--- config.mk ---
export PLATFORM = sky130hd
export DESIGN_NAME = alt_div
export DESIGN_NICKNAME = d
export VERILOG_FILES = /design/src/hdl/alt_pkg.sv /design/src/hdl/alt_div.sv
export SDC_FILE = /design/constraint.sdc
export NUM_CORES = 1
export LEC_CHECK = 0
export ABC_CLOCK_PERIOD_IN_PS = 4260
export BUFFER_PORTS_ARGS = -buffer_cell sky130_fd_sc_hd__clkbuf_2
export CORE_UTILIZATION = 35
export CTS_BUF_LIST = sky130_fd_sc_hd__clkbuf_4
export CTS_CLUSTER_SIZE = 40
export DETAILED_ROUTE_END_ITERATION = 12
export PLACE_DENSITY = 0.62
export SKIP_CTS_REPAIR_TIMING = 1
export SLEW_MARGIN = 5
export SYNTH_ARGS = -nofsm -noshare
export SYNTH_HDL_FRONTEND = slang
export SYNTH_SLANG_ARGS = --single-unit
export TNS_END_PERCENT = 30
--- constraint.sdc ---
create_clock -name i_clk -period 4.26 [get_ports i_clk]
set_input_delay 0.426 -clock i_clk [delete_from_list [all_inputs] [get_ports i_clk]]
set_output_delay 0.426 -clock i_clk [all_outputs]
set_load 0.01 [all_outputs]
--- src/hdl/alt_pkg.sv ---
// Package for the alias table sampler.
// Holds controller state codes, status, kind and action codes, default sizes and the divider control struct.
// No dependencies.
`default_nettype none
package alt_pkg;
    localparam int unsigned MAX_ENTRIES_DEF = 1024;
    localparam int unsigned FRAC_BITS_DEF   = 16;
    localparam int unsigned IDX_W           = 10;
    localparam int unsigned ST_W            = 2;
    localparam int unsigned RAND_W          = 16;
    localparam int unsigned WGT_W           = 32;

    localparam logic [ST_W-1:0] ST_OK      = 2'd0;
    localparam logic [ST_W-1:0] ST_ZERO    = 2'd1;
    localparam logic [ST_W-1:0] ST_OVERRUN = 2'd2;
    localparam logic [ST_W-1:0] ST_NOTABLE = 2'd3;

    localparam logic KIND_BUILD  = 1'b0;
    localparam logic KIND_SAMPLE = 1'b1;
    localparam logic ACT_LOAD    = 1'b0;
    localparam logic ACT_SAMPLE  = 1'b1;

    typedef enum logic [19:0] {
        S_IDLE  = 20'h00001,
        S_CHECK = 20'h00002,
        S_SRD   = 20'h00004,
        S_SMUL  = 20'h00008,
        S_SDST  = 20'h00010,
        S_SDIV  = 20'h00020,
        S_PRD   = 20'h00040,
        S_PPUSH = 20'h00080,
        S_POP1  = 20'h00100,
        S_POP2  = 20'h00200,
        S_POP3  = 20'h00400,
        S_POP4  = 20'h00800,
        S_POP5  = 20'h01000,
        S_LRD   = 20'h02000,
        S_LWR   = 20'h04000,
        S_SAMP  = 20'h08000,
        S_SPICK = 20'h10000,
        S_OUT   = 20'h20000,
        S_SWR   = 20'h40000,
        S_SPARE = 20'h80000
    } t_state;

    typedef struct packed {
        logic start;
        logic busy;
        logic done;
    } t_div_ctl;
endpackage
`default_nettype wire

--- src/hdl/alt_div.sv ---
// Bit-serial restoring divider, one quotient bit per cycle.
// Uses alt_pkg for the control struct.
`default_nettype none
module alt_div
    import alt_pkg::*;
#(
    parameter int unsigned NW = 66,
    parameter int unsigned DW = 43
) (
    input  wire logic          i_clk,
    input  wire logic          i_rst_n,
    input  wire logic          i_start,
    input  wire logic [NW-1:0] i_num,
    input  wire logic [DW-1:0] i_den,
    output t_div_ctl           o_ctl,
    output logic      [NW-1:0] o_quo
);
    localparam int unsigned CNW = $clog2(NW + 1);

    logic [DW-1:0]  r_rem, n_rem;
    logic [NW-1:0]  r_quo, n_quo;
    logic [DW-1:0]  r_den, n_den;
    logic [CNW-1:0] r_cnt, n_cnt;
    logic           r_busy, n_busy;
    logic           r_done, n_done;
    logic [DW:0]    trial;
    logic [DW:0]    diff;

    always_comb begin
        trial  = {r_rem, r_quo[NW-1]};
        diff   = trial - {1'b0, r_den};
        n_rem  = r_rem;
        n_quo  = r_quo;
        n_den  = r_den;
        n_cnt  = r_cnt;
        n_busy = r_busy;
        n_done = 1'b0;
        if (i_start) begin
            n_rem  = '0;
            n_quo  = i_num;
            n_den  = i_den;
            n_cnt  = '0;
            n_busy = 1'b1;
        end else if (r_busy) begin
            if (trial >= {1'b0, r_den}) begin
                n_rem = diff[DW-1:0];
                n_quo = {r_quo[NW-2:0], 1'b1};
            end else begin
                n_rem = trial[DW-1:0];
                n_quo = {r_quo[NW-2:0], 1'b0};
            end
            n_cnt = r_cnt + 1'b1;
            if (r_cnt == CNW'(NW - 1)) begin
                n_busy = 1'b0;
                n_done = 1'b1;
            end
        end
    end

    always_ff @(posedge i_clk) begin
        if (!i_rst_n) begin
            r_busy <= 1'b0;
            r_done <= 1'b0;
            r_cnt  <= '0;
        end else begin
            r_busy <= n_busy;
            r_done <= n_done;
            r_cnt  <= n_cnt;
        end
        r_rem <= n_rem;
        r_quo <= n_quo;
        r_den <= n_den;
    end

    assign o_ctl.start = i_start;
    assign o_ctl.busy  = r_busy;
    assign o_ctl.done  = r_done;
    assign o_quo       = r_quo;
endmodule
`default_nettype wire

* Yosys cells after proc, flatten, opt, wreduce, memory -nomap -nowiden
Cells that the tools add are included.
** Storage, ports and cells
- Bits of input ports :: 112
- Logic and storage cells :: 23
- Output and inout bits :: 69
- Flip-flop bits (word level) :: 161
** Operators by class
- Equality and inequality tests :: 1
- $lt $le $gt $ge :: 1
- Reduce and logical (&&, ||, !) cells :: 3
- Bitwise operators :: 2
- Mux-type cells :: 8
- Add/sub/neg operators :: 2
** Operators with widths (count)
- 66-bit two-way mux :: 2
- 44-bit by 43-bit >= comparator with 1-bit output :: 1
- 43-bit two-way mux :: 1
- 43-bit subtractor :: 1
- 7-bit by 1-bit adder with 7-bit output (second input constant) :: 1
- 7-bit == test (second input constant) :: 1
- 1-bit two-way mux :: 5
- 3-bit OR reduction :: 1
- 1-bit inverter :: 2
- 2-bit nonzero test :: 1
- 2-bit OR reduction :: 1

* Logic depth before layout (Yosys ltp)
- Depth in word-level cells :: 4
- Depth in mapped cells :: 15
- Gate-level depth less buffers :: 12

* Worst setup path after synthesis
No wires, ideal clock.
- Path kind :: reg2reg
- Start point :: reg r_quo[65], in the netlist o_quo[65]
- End point :: reg r_rem[42]
- Buffers on the path :: 2
- Arrival :: 2.928 ns
- Slack :: 1.211 ns
- Stages on the path, launching flop included :: 14
- Period minus slack after synthesis :: 3.049 ns
- Data required time :: 4.138 ns
- Cell sequence :: edfxtp_1 -> inv_1 -> ha_1 -> fa_1 -> nand2b_1 -> a21o_1 -> a31oi_4 -> a21oi_2 -> o41a_1 -> nor2_2 -> o21ai_2 -> buf_6 -> buf_6 -> o311a_1
** On the way
- Cells in the longest elaborated chain, start to end :: 2
** RTL lines
- start, declared :: RTL line alt_div.sv:21 : logic [NW-1:0] r_quo, n_quo;
- start signal, assigned :: RTL line alt_div.sv:71 : r_quo <= n_quo;
- 43-bit subtractor or 44-bit by 43-bit >= comparator with 1-bit output (tied branches) :: RTL line alt_div.sv:31, alt_div.sv:45
- 43-bit two-way mux * :: RTL line alt_div.sv:45 : if (trial >= {1'b0, r_den}) begin
- end signal, assigned :: RTL line alt_div.sv:70 : r_rem <= n_rem;
- end, declared :: RTL line alt_div.sv:20 : logic [DW-1:0] r_rem, n_rem;
Every way passes the cells marked *; elsewhere a longest branch is shown, timed or not.
A chain may end at the register's enable or synchronous reset.

* Worst setup path after layout
- Start point :: reg r_quo[65], in the netlist o_quo[65]
- End point :: reg r_rem[2]
The elaborated chain is that of the path after synthesis.

==> results.txt <==
Status: completed
Critical Path RT: 4750 ps
Critical Path Start Type: flip-flop
Vias per std cell: 5.22
RSZ-0062 raised after global routing: false
Worst-Margin Slew: 1080 ps
Layout Nets: 1,251
Share of the synthesized area in the top cell type: 35.7%
CTS tree: done
Total overflow reported by the global router: 0
Die Y: 164 um
Total power: 0.00396 W
Placed Instances: 1,364
Worst vdd ir: 0.167 mV
Max FO, Critical Path: 16
Final ANT Viol Nets: 0
Worst reg2reg path depth: 13
Number of I/O port buffers: 180
CP peak stage delay: 440 ps
Highest-delay cell along the critical path: o21ai_4
Initial antenna violation count: 1
H-tree Lvls: 4
Post-synth ARST share: 0%
FMAX: 276 MHz
Syn Std Cell Area: 9170 um^2
I/O pins: 181
Most frequent cells in the layout: clkbuf_2 (179), edfxtp_1 (109), nand2_1 (85)
# setup viols final: 0
Worst hold path stage count: 1
Syn Nets: 1,057
CP startpoint: o_quo[65]$_DFFE_PP_
DRT iter0 DRCs: 510
Final Instance Count excl. Fillers: 1,437
Number of flops mapped to enable cells by yosys: 109
HP Start: i_den[14]
Hold EP: r_den[14]$_DFFE_PP_
Via count: 7,500
Cells after Synth: 899
Die span in x: 164 um
Setup_tns: 0 ps
First-pass GRT wire length: 38,600 um
Final period util: 84.9%
Post-synth top area cell: edfxtp_1
Gate power share: 27.5%
CTS Sinks: 161
Critical path cell sequence: inv_1, ha_1, fa_1, nand2b_1, a21o_1, a31oi_4, a21oi_2, o41a_1, o21a_1, o21ai_4, buf_4, nand3_1, a311oi_1
Final Hold Fails: 0
End of the worst register-to-register path: r_rem[2]$_SDFFE_PP0P_
Cell area power density: 360 nW/um^2
Synth warn: 0
Distinct cells, synth: 69
Sw Ratio: 35.3%
P_int: 0.00256 W
Drt drc: 0
Most common cell after layout, fill and taps aside: clkbuf_2
Initial Util: 36.0%
Min-delay worst type: input port to flip-flop
DRT Pass-1 Iters: 5
Root buffer cell: clkbuf_4
Layout area overhead: 19.9%
Vias in the first global route: 7,224
Crit. End Element: flip-flop
CTS max path bufs: 2
Fin crit period: 3620 ps
Clock power frac: 24.1%
CTS buffer count: 17
Reg clk slew, reported paths: 140 ps
Sequential share of power: 48.5%
Largest net degree at the start of global routing: 75
Switch Pwr: 0.00140 W
Register area: 4320 um^2
R2R setup slack: 640 ps
Avg WL per Cell: 16.9 um
Maxcap violations: 0
Reg2Reg Launch Point: o_quo[65]$_DFFE_PP_
Num rows: 58
Detail Placement HPWL: 17,700 um
Critical path type: flip-flop to flip-flop
Core ar.: 25,500 um^2
Post-synthesis sequential area ratio: 47.0%
Slew Limit Fails: 0
Top post-synthesis cells by area: edfxtp_1 (36%), dfxtp_1 (11%), mux2_2 (8.2%)
Share of post-route cells with drive strength above 1: 27.0%
GP Congestion: 0.967
Avg Synthesized Cell Area: 10.2 um^2
Most used DFF post-synth: edfxtp_1
Lkg Pwr: 4.57 nW
Gr usage total: 18.6%
Clock latency on the worst-skew pair: 610 ps
Synthesized flop and latch total: 161
Die area: 26,900 um^2
Clk_skew: 55.5 ps
Area taken by multi-input logic gates: 4370 um^2
Rel. slew slack: 27.5%
CP Data Arrival Time: 4100 ps
Filler cells: 2,499
Post-Route WL: 24,300 um
## sequential cells by signal, summed over array words and instances, names as in the netlist
name / count
r_done: 1
o_quo: 66
r_cnt: 7
r_den: 43
r_rem: 43
r_busy: 1
## power by group through the flow
stage	clock (W)	sequential (W)	combinational [W]
final	0.000953	0.00192	0.00109
after detailed placement	0	0.00195	0.00105
after global placement	0	0.00195	0.00105
after floorplan	0	0.00196	0.000717
after global routing	0.00105	0.00194	0.00121
after CTS	0.000991	0.00192	0.00106
## worst max-delay path, delay by kind of cell (launching register included)
family	cells	cell delay, ps
AND/OR/NAND/NOR	2	290
adder cells (fa/ha/maj)	2	590
flip-flops	1	390
buffers and inverters	2	350
AO/OA/AOI/OAI	7	1910
## layout make-up
cell class,count,share of cell area (%)
Tap cell,330,3.75
Clock inverter,14,1.43
Timing Repair Buffer,227,12.4
Clock buffer,18,1.23
Antenna cell,1,0.0228
Inverter,66,2.25
Multi-Input combinational cell,620,39.7
Sequential cell,161,39.2
## layer usage
layer  global-route usage (%)  wire, um  up-vias
li1                         -         -     3711
met1                     24.3     10900     3510
met2                     30.3     11400      259
met3                     5.15      1670       20
met4                     4.59       269        0
met5                        0         0        -
## how the worst max path moves through the flow
stage,cells past startpoint,to,slack [ps]
6_report,13,r_rem[2]$_SDFFE_PP0P_,640
3_5_place_dp,13,r_rem[2]$_SDFFE_PP0P_,710
3_3_place_gp,13,r_rem[2]$_SDFFE_PP0P_,800
5_1_grt,13,r_rem[2]$_SDFFE_PP0P_,410
4_1_cts,13,r_rem[2]$_SDFFE_PP0P_,660
2_1_floorplan,13,r_rem[42]$_SDFFE_PP0P_,1210
## logic make-up after synthesis
group | count (synthesis) | share of synthesized area, %
DFF | 161 | 47.0
muxes | 71 | 8.66
adders and majority gates | 46 | 6.36
AOI/OAI and AO/OA | 225 | 16.4
and+or+nand+nor | 245 | 12.9
buffers and inverters | 118 | 5.50
xor gates and xnor gates | 33 | 3.15
## per-stage QoR
stage / utilization, % / setup WS (ps) / cell area, um^2 / hold WS (ps)
2_1_floorplan: - / 1210 / 9170 / 458
3_3_place_gp: 40.4 / 799 / 10300 / 474
3_5_place_dp: 40.4 / 706 / 10300 / 481
4_1_cts: 41.6 / 662 / 10600 / -68.4
5_1_grt: 43.2 / 407 / 11000 / 0.159
6_report: 43.2 / 642 / 11000 / 46.2
## synthesized netlist by cell type (18+ instances only)
library cell  number
edfxtp_1         109
nand2_1           86
a21oi_1           76
mux2_2            67
inv_1             65
nor2_1            57
dfxtp_1           52
ha_1              45
o21ai_0           29
clkbuf_1          28
nand3_1           21
o211ai_1          20
xnor2_1           20
a311oi_1          18
No activity file was read; power rests on OpenSTA's default activity.
